--- src/hw/rtl/spm_pkg.sv ---
// Shared widths, latencies and constants for the Stokes polarization metrics block.
// No dependencies; imported by every module of the block.
package spm_pkg;

  localparam int SampleW      = 24;                 // input word width
  localparam int CordicStages = 18;                 // CORDIC micro-rotations
  localparam int DegFrac      = 16;                 // degree fraction bits
  localparam int DegW         = DegFrac + 1;        // degree output width
  localparam int SqW          = 2 * SampleW;        // square / sum of squares
  localparam int RootW        = SampleW + DegFrac;  // isqrt(m << 2*DegFrac)
  localparam int RemW         = RootW + 3;          // isqrt remainder
  localparam int XyW          = SampleW + 3;        // CORDIC x/y
  localparam int AngW         = 24;                 // CORDIC angle, 20 frac bits
  localparam int OutAngW      = 18;                 // output angle, 16 frac bits

  localparam int AngPi     = 3294199;
  localparam int AngHalfPi = 1647099;
  localparam int OutHalfPi = 102944;

  localparam int DegLat = 2 + RootW + DegW;         // magnitude path registers
  localparam int AngLat = CordicStages + 2;         // angle path registers
  localparam int AngPad = DegLat - AngLat;          // angle alignment delay

  // atan(2^-k) in radians, 20 fraction bits
  function automatic logic signed [AngW-1:0] atan_lut(input int k);
    logic signed [AngW-1:0] r;
    unique case (k)
      0:       r = AngW'(823550);
      1:       r = AngW'(486170);
      2:       r = AngW'(256879);
      3:       r = AngW'(130396);
      4:       r = AngW'(65451);
      5:       r = AngW'(32757);
      6:       r = AngW'(16383);
      7:       r = AngW'(8192);
      8:       r = AngW'(4096);
      9:       r = AngW'(2048);
      10:      r = AngW'(1024);
      11:      r = AngW'(512);
      12:      r = AngW'(256);
      13:      r = AngW'(128);
      14:      r = AngW'(64);
      15:      r = AngW'(32);
      16:      r = AngW'(16);
      17:      r = AngW'(8);
      18:      r = AngW'(4);
      19:      r = AngW'(2);
      20:      r = AngW'(1);
      default: r = '0;
    endcase
    return r;
  endfunction

endpackage

--- src/hw/rtl/spm_angle.sv ---
// Half of atan2(U, Q): quadrant pre-rotation, pipelined CORDIC vectoring, round and clamp.
// Depends on spm_pkg. The path is AngLat registers deep; one word per cycle.
module spm_angle import spm_pkg::*; (
  input  logic                      clk_i,
  input  logic signed [SampleW-1:0] q_i,
  input  logic signed [SampleW-1:0] u_i,
  output logic signed [OutAngW-1:0] angle_o
);

  logic signed [XyW-1:0]  x_q [0:CordicStages];
  logic signed [XyW-1:0]  y_q [0:CordicStages];
  logic signed [AngW-1:0] z_q [0:CordicStages];
  logic                   uz_q [0:CordicStages];
  logic                   qn_q [0:CordicStages];

  logic signed [XyW-1:0]  qx, ux, x_d, y_d;
  logic signed [AngW-1:0] z_d;

  assign qx = XyW'(q_i);
  assign ux = XyW'(u_i);

  // move left half plane vectors into the right half plane
  always_comb begin
    if (q_i < 0) begin
      if (u_i > 0) begin
        x_d = ux;
        y_d = -qx;
        z_d = AngW'(AngHalfPi);
      end else begin
        x_d = -ux;
        y_d = qx;
        z_d = -AngW'(AngHalfPi);
      end
    end else begin
      x_d = qx;
      y_d = ux;
      z_d = '0;
    end
  end

  always_ff @(posedge clk_i) begin
    x_q[0]  <= x_d;
    y_q[0]  <= y_d;
    z_q[0]  <= z_d;
    uz_q[0] <= (u_i == '0);
    qn_q[0] <= q_i[SampleW-1];
  end

  for (genvar k = 0; k < CordicStages; k++) begin : g_rot
    logic signed [XyW-1:0] xs, ys;
    assign xs = x_q[k] >>> k;
    assign ys = y_q[k] >>> k;

    always_ff @(posedge clk_i) begin
      if (!y_q[k][XyW-1]) begin
        x_q[k+1] <= x_q[k] + ys;
        y_q[k+1] <= y_q[k] - xs;
        z_q[k+1] <= z_q[k] + atan_lut(k);
      end else begin
        x_q[k+1] <= x_q[k] - ys;
        y_q[k+1] <= y_q[k] + xs;
        z_q[k+1] <= z_q[k] - atan_lut(k);
      end
      uz_q[k+1] <= uz_q[k];
      qn_q[k+1] <= qn_q[k];
    end
  end

  logic signed [AngW-1:0]    zc, hs;
  logic signed [OutAngW-1:0] ang_d, ang_q;

  always_comb begin
    zc = z_q[CordicStages];
    if (zc > AngW'(AngPi)) zc = AngW'(AngPi);
    if (zc < -AngW'(AngPi)) zc = -AngW'(AngPi);
    // halve and drop 4 fraction bits, ties upward
    hs = (zc + AngW'(16)) >>> 5;
    if (hs > AngW'(OutHalfPi)) hs = AngW'(OutHalfPi);
    if (hs < -AngW'(OutHalfPi)) hs = -AngW'(OutHalfPi);
    if (uz_q[CordicStages]) begin
      ang_d = qn_q[CordicStages] ? OutAngW'(OutHalfPi) : '0;
    end else begin
      ang_d = hs[OutAngW-1:0];
    end
  end

  always_ff @(posedge clk_i) begin
    ang_q <= ang_d;
  end

  assign angle_o = ang_q;

endmodule

--- config.mk ---
export PLATFORM = sky130hd
export DESIGN_NAME = spm_angle
export DESIGN_NICKNAME = d
export VERILOG_FILES = /design/src/hw/rtl/spm_pkg.sv /design/src/hw/rtl/spm_angle.sv
export SDC_FILE = /design/constraint.sdc
export NUM_CORES = 2
export LEC_CHECK = 0
export BUFFER_PORTS_ARGS = -buffer_cell sky130_fd_sc_hd__buf_2
export CAP_MARGIN = 20
export CORE_MARGIN = 2
export CORE_UTILIZATION = 37
export DETAILED_ROUTE_END_ITERATION = 10
export GPL_TIMING_DRIVEN = 1
export PLACE_DENSITY = 0.54
export SYNTH_ARGS = -nofsm -noshare
export SYNTH_HDL_FRONTEND = slang
export SYNTH_SLANG_ARGS = --single-unit
--- constraint.sdc ---
create_clock -name clk_i -period 16.1 [get_ports clk_i]
set_clock_uncertainty 0.1 [all_clocks]
set_input_delay 0.805 -clock clk_i [delete_from_list [all_inputs] [get_ports clk_i]]
set_output_delay 0.805 -clock clk_i [all_outputs]
set_load 0.005 [all_outputs]
# Yosys cells after proc, flatten, opt, wreduce, memory -nomap -nowiden
# Memories as Yosys holds them, arrays and structs flattened.
# Cells that the tools add are included.
[classes] eq_ne=0 multipliers=0 n_shift=0 n_reduce_logical=1 n_mux=102 add_sub_neg=110 div=0 order_cmp=6 bitwise=54
[ops] cell="2-to-1 mux 27 bit" count=40
[ops] cell="2-to-1 mux 24 bit" count=23
[ops] cell="adder 27 x 10 -> 27 bit" count=2
[ops] cell="adder 27 x 11 -> 27 bit" count=2
[ops] cell="adder 27 x 12 -> 27 bit" count=2
[ops] cell="adder 27 x 13 -> 27 bit" count=2
[ops] cell="adder 27 x 14 -> 27 bit" count=2
[ops] cell="adder 27 x 15 -> 27 bit" count=2
[ops] cell="adder 27 x 16 -> 27 bit" count=2
[ops] cell="adder 27 x 17 -> 27 bit" count=2
[ops] cell="adder 27 x 18 -> 27 bit" count=2
[ops] cell="adder 27 x 19 -> 27 bit" count=2
[ops] cell="adder 27 x 20 -> 27 bit" count=2
[ops] cell="adder 27 x 21 -> 27 bit" count=2
[ops] cell="adder 27 x 22 -> 27 bit" count=2
[ops] cell="adder 27 x 23 -> 27 bit" count=2
[ops] cell="adder 27 x 24 -> 27 bit" count=2
[ops] cell="adder 27 x 25 -> 27 bit" count=2
[ops] cell="adder 27 x 26 -> 27 bit" count=2
[ops] cell="negation 24 -> 27 bit" count=2
[ops] cell="bitwise OR 1 bit" count=54
[ops] cell="subtractor 27 x 10 -> 27 bit" count=2
[ops] cell="subtractor 27 x 11 -> 27 bit" count=2
[ops] cell="subtractor 27 x 12 -> 27 bit" count=2
[ops] cell="other kinds (60)" count=114
[word_totals] input_bits=49 mem_count=5 latchBits=0 ramBits=1520 word_cells=279 out_inout_bits=18 ff_bits=18 romBits=0
[mem_list] memory="x_q" depth=19 width=27 rd=18 rd_ports_with_merged_regs=0 write_ports=19 line="spm_angle.sv:10" rtl="logic signed [XyW-1:0] x_q [0:CordicStages];"
[mem_list] memory="y_q" depth=19 width=27 rd=18 rd_ports_with_merged_regs=0 write_ports=19 line="spm_angle.sv:11" rtl="logic signed [XyW-1:0] y_q [0:CordicStages];"
[mem_list] memory="z_q" depth=19 width=24 rd=19 rd_ports_with_merged_regs=0 write_ports=19 line="spm_angle.sv:12" rtl="logic signed [AngW-1:0] z_q [0:CordicStages];"
[mem_list] memory="qn_q" depth=19 width=1 rd=19 rd_ports_with_merged_regs=0 write_ports=19 line="spm_angle.sv:14" rtl="logic qn_q [0:CordicStages];"
[mem_list] memory="uz_q" depth=19 width=1 rd=19 rd_ports_with_merged_regs=0 write_ports=19 line="spm_angle.sv:13" rtl="logic uz_q [0:CordicStages];"

# Logic depth before layout (Yosys ltp)
# An unclocked memory read counts as a cell.
[depth] word_depth=11 ltp_mapped=29 mapped_depth_nobuf=23

# Least setup slack after synthesis
# Ideal clock, no wire load.
[synth_timing] kind="reg-to-reg" start="memory z_q[18][7]" end="register ang_q[3] (netlist: angle_o[3])" required_ns=15.939 stages_incl_launch_ff=29 synth_period_minus_slack_ns=5.983 setup_time_ns=0.061 n_path_buf=6 t_arrival_ns=5.821 slack_ns=10.117 cell_sequence="dfxtp_1 buf_4 and4_1 buf_4 a311o_1 a211oi_4 o21ai_1 nor2_1 nand4_1 a31oi_1 o21ai_0 a311o_1 nand3_1 ha_1 clkbuf_1 clkbuf_1 nor2_1 ha_1 clkbuf_1 and3_1 nand4_1 xor2_1 nand4b_1 a2111oi_1 a41oi_1 o31a_1 or2_1 buf_2 and4bb_1"
[synth_rtl] item="start, declared" line="spm_angle.sv:12"
[synth_rtl] item="end signal, assigned" line="spm_angle.sv:88" rtl="ang_q <= ang_d;"
[synth_rtl] item="end, declared" line="spm_angle.sv:70" rtl="logic signed [OutAngW-1:0] ang_d, ang_q;"

==> impl_metrics.py <==
metrics = {
    "run_status": {
        "status": "finished clean",
    },
    "critical_path": {
        "cp-start-kind": "flip-flop",
        "cp_top_family": "compound AO/OA/AOI/OAI gates",
        "endpoint": "angle_o[3]$_SDFF_PP0_",
        "crit_type": "flip-flop to flip-flop",
        "r2r_slack_ps": 9030,
        "crit_arrival_ps": 7710,
        "timing.rr.end": "angle_o[3]$_SDFF_PP0_",
        "cp_num_cells": 22,
        "setup.worst_path.start": "z_q[18][12]$_DFF_P_",
        "cp.required_ps": 16750,
        "slowest_delay_ps": 590,
        "critPathMaxFanout": 17,
        "cp_slowest_cell": "ha_1",
        "crit_chain": "or3_1 > a311o_1 > a211oi_4 > o21ai_1 > nor2_1 > nand4_1 > a31oi_1 > o21ai_0 > a311o_1 > nand3_1 > ha_1 > nor2_1 > ha_1 > and3_1 > nand4_1 > xor2_1 > nand4b_1 > a2111oi_1 > a41oi_1 > o31a_1 > or2_1 > and4bb_1",
        "endpoint_kind": "flip-flop",
        "worst_r2r_path_depth": 22,
        "r2r_start": "z_q[18][12]$_DFF_P_",
        "crit_buf_inv": 0,
    },
    "synth": {
        "synth_edf_count": 0,
        "synth_area_leaders": "dfxtp_1 (30%), ha_1 (16%), xnor2_1 (9.6%), nor2_1 (5.5%), a21oi_1 (4.8%)",
        "async_flop_share": 0,
        "yosysTopAreaCell": "dfxtp_1",
        "yosysWarnings": 0,
        "yosysTopAreaCellShare": 0.295,
        "syn_area_per_cell_sq_um": 8.50,
        "synth_cell_types": 81,
        "syn_inst": 11100,
        "synth_seq_cells": 1389,
        "yosys_most_used_dff": "dfxtp_1",
        "ys_seq_area_frac": 0.295,
        "synth_area_sq_um": 94200,
    },
    "sta": {
        "setup_viol": 0,
        "min_period_ps": 7070,
        "hold_viol": 0,
        "relSlewSlack": 0.252,
        "fin_crit_sh": 0.439,
        "drv_slew": 0,
        "fmax_mhz": 142,
        "worst_pin_slew_ps": 1110,
        "final.setup.tns_ps": 0,
        "rsz0062_at_grt": "false",
    },
    "clocking": {
        "cts_resized": 0,
        "cts_buffer_depth": 3,
        "cts_htree_levels": 4,
        "clock_latency_ps": 800,
        "cts_tree": "yes",
        "post_cts_buffers": 0,
        "clk_pin_slew_worst_paths_ps": 60,
        "cts.sinks": 1389,
        "postCtsHoldBufs": 0,
        "cts_root_buffer": "clkbuf_16",
        "cts_made_buffers": 160,
    },
    "run": {
        "maxCapViolations": 0,
    },
    "global_routing": {
        "grt_pass1_vias": 75400,
        "grt.overflow.total": 0,
        "grt_max_degree": 102,
        "track_usage": 0.186,
        "grt_pass1_wl_um": 396000,
        "grt_antenna_before_repair": 9,
    },
    "layout": {
        "stdcell_area_sq_um": 104000,
        "drive_gt1_frac": 0.0456,
        "nets": 12500,
        "syn_to_final_growth_pct": 10.4,
    },
    "hold_path": {
        "hp-class": "primary input to flip-flop",
    },
    "detailed_routing": {
        "vias_per_cell": 5.24,
        "post-route-drc-count": 0,
        "drtIter0Drc": 4575,
        "vias": 77000,
        "finalWirelength_um": 246000,
        "ant_nets": 0,
        "first_pass_iters": 6,
        "wl_per_cell_um": 16.7,
    },
    "die": {
        "row_count": 185,
        "die_h_um": 509,
        "core_area_sq_um": 254000,
        "start_util": 0.371,
        "pin_count": 67,
        "die_area_sq_um": 259000,
        "die_w_um": 509,
    },
    "placed_design": {
        "port_buffers": 66,
        "gp_congestion": 0.867,
        "post_dp_cell_area_sq_um": 98400,
        "hpwl_um": 198000,
    },
}
==> Yosys cell counts (96+ instances only) <==
cell type / number
a211oi_1: 96
a21o_1: 311
a21oi_1: 896
a31oi_1: 97
clkbuf_1: 117
dfxtp_1: 1389
ha_1: 1204
inv_1: 513
nand2_1: 529
nand2b_1: 173
nand3_1: 115
nor2_1: 1371
nor2b_1: 225
nor3_1: 416
o21a_1: 263
o21ai_0: 518
o21bai_1: 112
xnor2_1: 1032
xor2_1: 472
==> final cells by class <==
class / instances / area, sq um
Clock buffer: 203 / 4500
Multi-Input combinational cell: 9023 / 63900
Timing Repair Buffer: 100 / 596
Fill cell: 25500 / 150000
Clock inverter: 86 / 1050
Antenna cell: 2 / 5.00
Inverter: 516 / 1940
Sequential cell: 1389 / 27800
Tap cell: 3366 / 4210
==> per-stage QoR <==
| step | utilization | hold WS [ps] | std cells | setup slack [ps] |
|---|---|---|---|---|
| floorplan | - | 210 | 11100 | 10120 |
| global placement | 0.388 | 211 | 14400 | 8690 |
| detailed placement | 0.388 | 212 | 14400 | 9010 |
| CTS | 0.410 | 129 | 14700 | 8950 |
| global route | 0.410 | 142 | 14700 | 8290 |
| finish | 0.410 | 193 | 14700 | 9030 |
==> worst register-to-register path, stage by stage, from the launching register on <==
cell and delay, ps:
dfxtp_1 360, or3_1 420, a311o_1 380, a211oi_4 420
o21ai_1 330, nor2_1 330, nand4_1 190, a31oi_1 250
o21ai_0 130, a311o_1 380, nand3_1 110, ha_1 310
nor2_1 180, ha_1 590, and3_1 400, nand4_1 150
xor2_1 350, nand4b_1 140, a2111oi_1 540, a41oi_1 180
o31a_1 180, or2_1 320, and4bb_1 290
==> worst min-delay path by stage <==
stage	cells after the start	slack [ps]	from	endpoint
after global routing	3	140	u_i[0]	x_q[0][0]$_DFF_P_
after global placement	0	210	uz_q[16]$_DFF_P_	uz_q[17]$_DFF_P_
final	3	190	u_i[0]	x_q[0][0]$_DFF_P_
after floorplan	0	210	qn_q[9]$_DFF_P_	qn_q[10]$_DFF_P_
after detailed placement	0	210	z_q[12][7]$_DFF_P_	z_q[13][7]$_DFF_P_
after CTS	3	130	u_i[0]	x_q[0][0]$_DFF_P_
==> sequential cells by signal (all words and copies together) (netlist names) <==
signal,cells
uz_q,19
y_q,460
z_q,434
x_q,442
qn_q,16
angle_o,18
==> kinds of logic after synthesis <==
group           after synthesis  share of synthesized area
xor+xnor                   1504                      0.140
compound gates             2803                      0.190
buf+inv                     671                     0.0269
other cells                   1                  0.0000398
flops                      1389                      0.295
simple gates               3395                      0.170
mux                          61                    0.00685
fa+ha+maj                  1258                      0.171
==> per-layer routing <==
metal,vias to the layer above,GRT usage,part of all wire
li1,39300,-,-
met1,36100,0.246,0.47
met2,1263,0.319,0.47
met3,330,0.0231,0.037
met4,2,0.0454,0.022
met5,-,0,0.000053
==> layout by cell type, fill, tap and decap left out, types with 112 or more instances in the layout <==
cell | synthesis | final
dfxtp_1 | 1389 | 1380
nor2_1 | 1371 | 1371
ha_1 | 1204 | 1204
xnor2_1 | 1032 | 1032
a21oi_1 | 896 | 896
nand2_1 | 529 | 529
o21ai_0 | 518 | 518
inv_1 | 513 | 513
xor2_1 | 472 | 472
nor3_1 | 416 | 416
a21o_1 | 311 | 311
o21a_1 | 263 | 263
nor2b_1 | 225 | 225
nand2b_1 | 173 | 173
clkbuf_16 | 0 | 162
nand3_1 | 115 | 115
o21bai_1 | 112 | 112
Power is not shown: default switching activity piles up to over one toggle a cycle in this logic, so the estimate is an artifact.
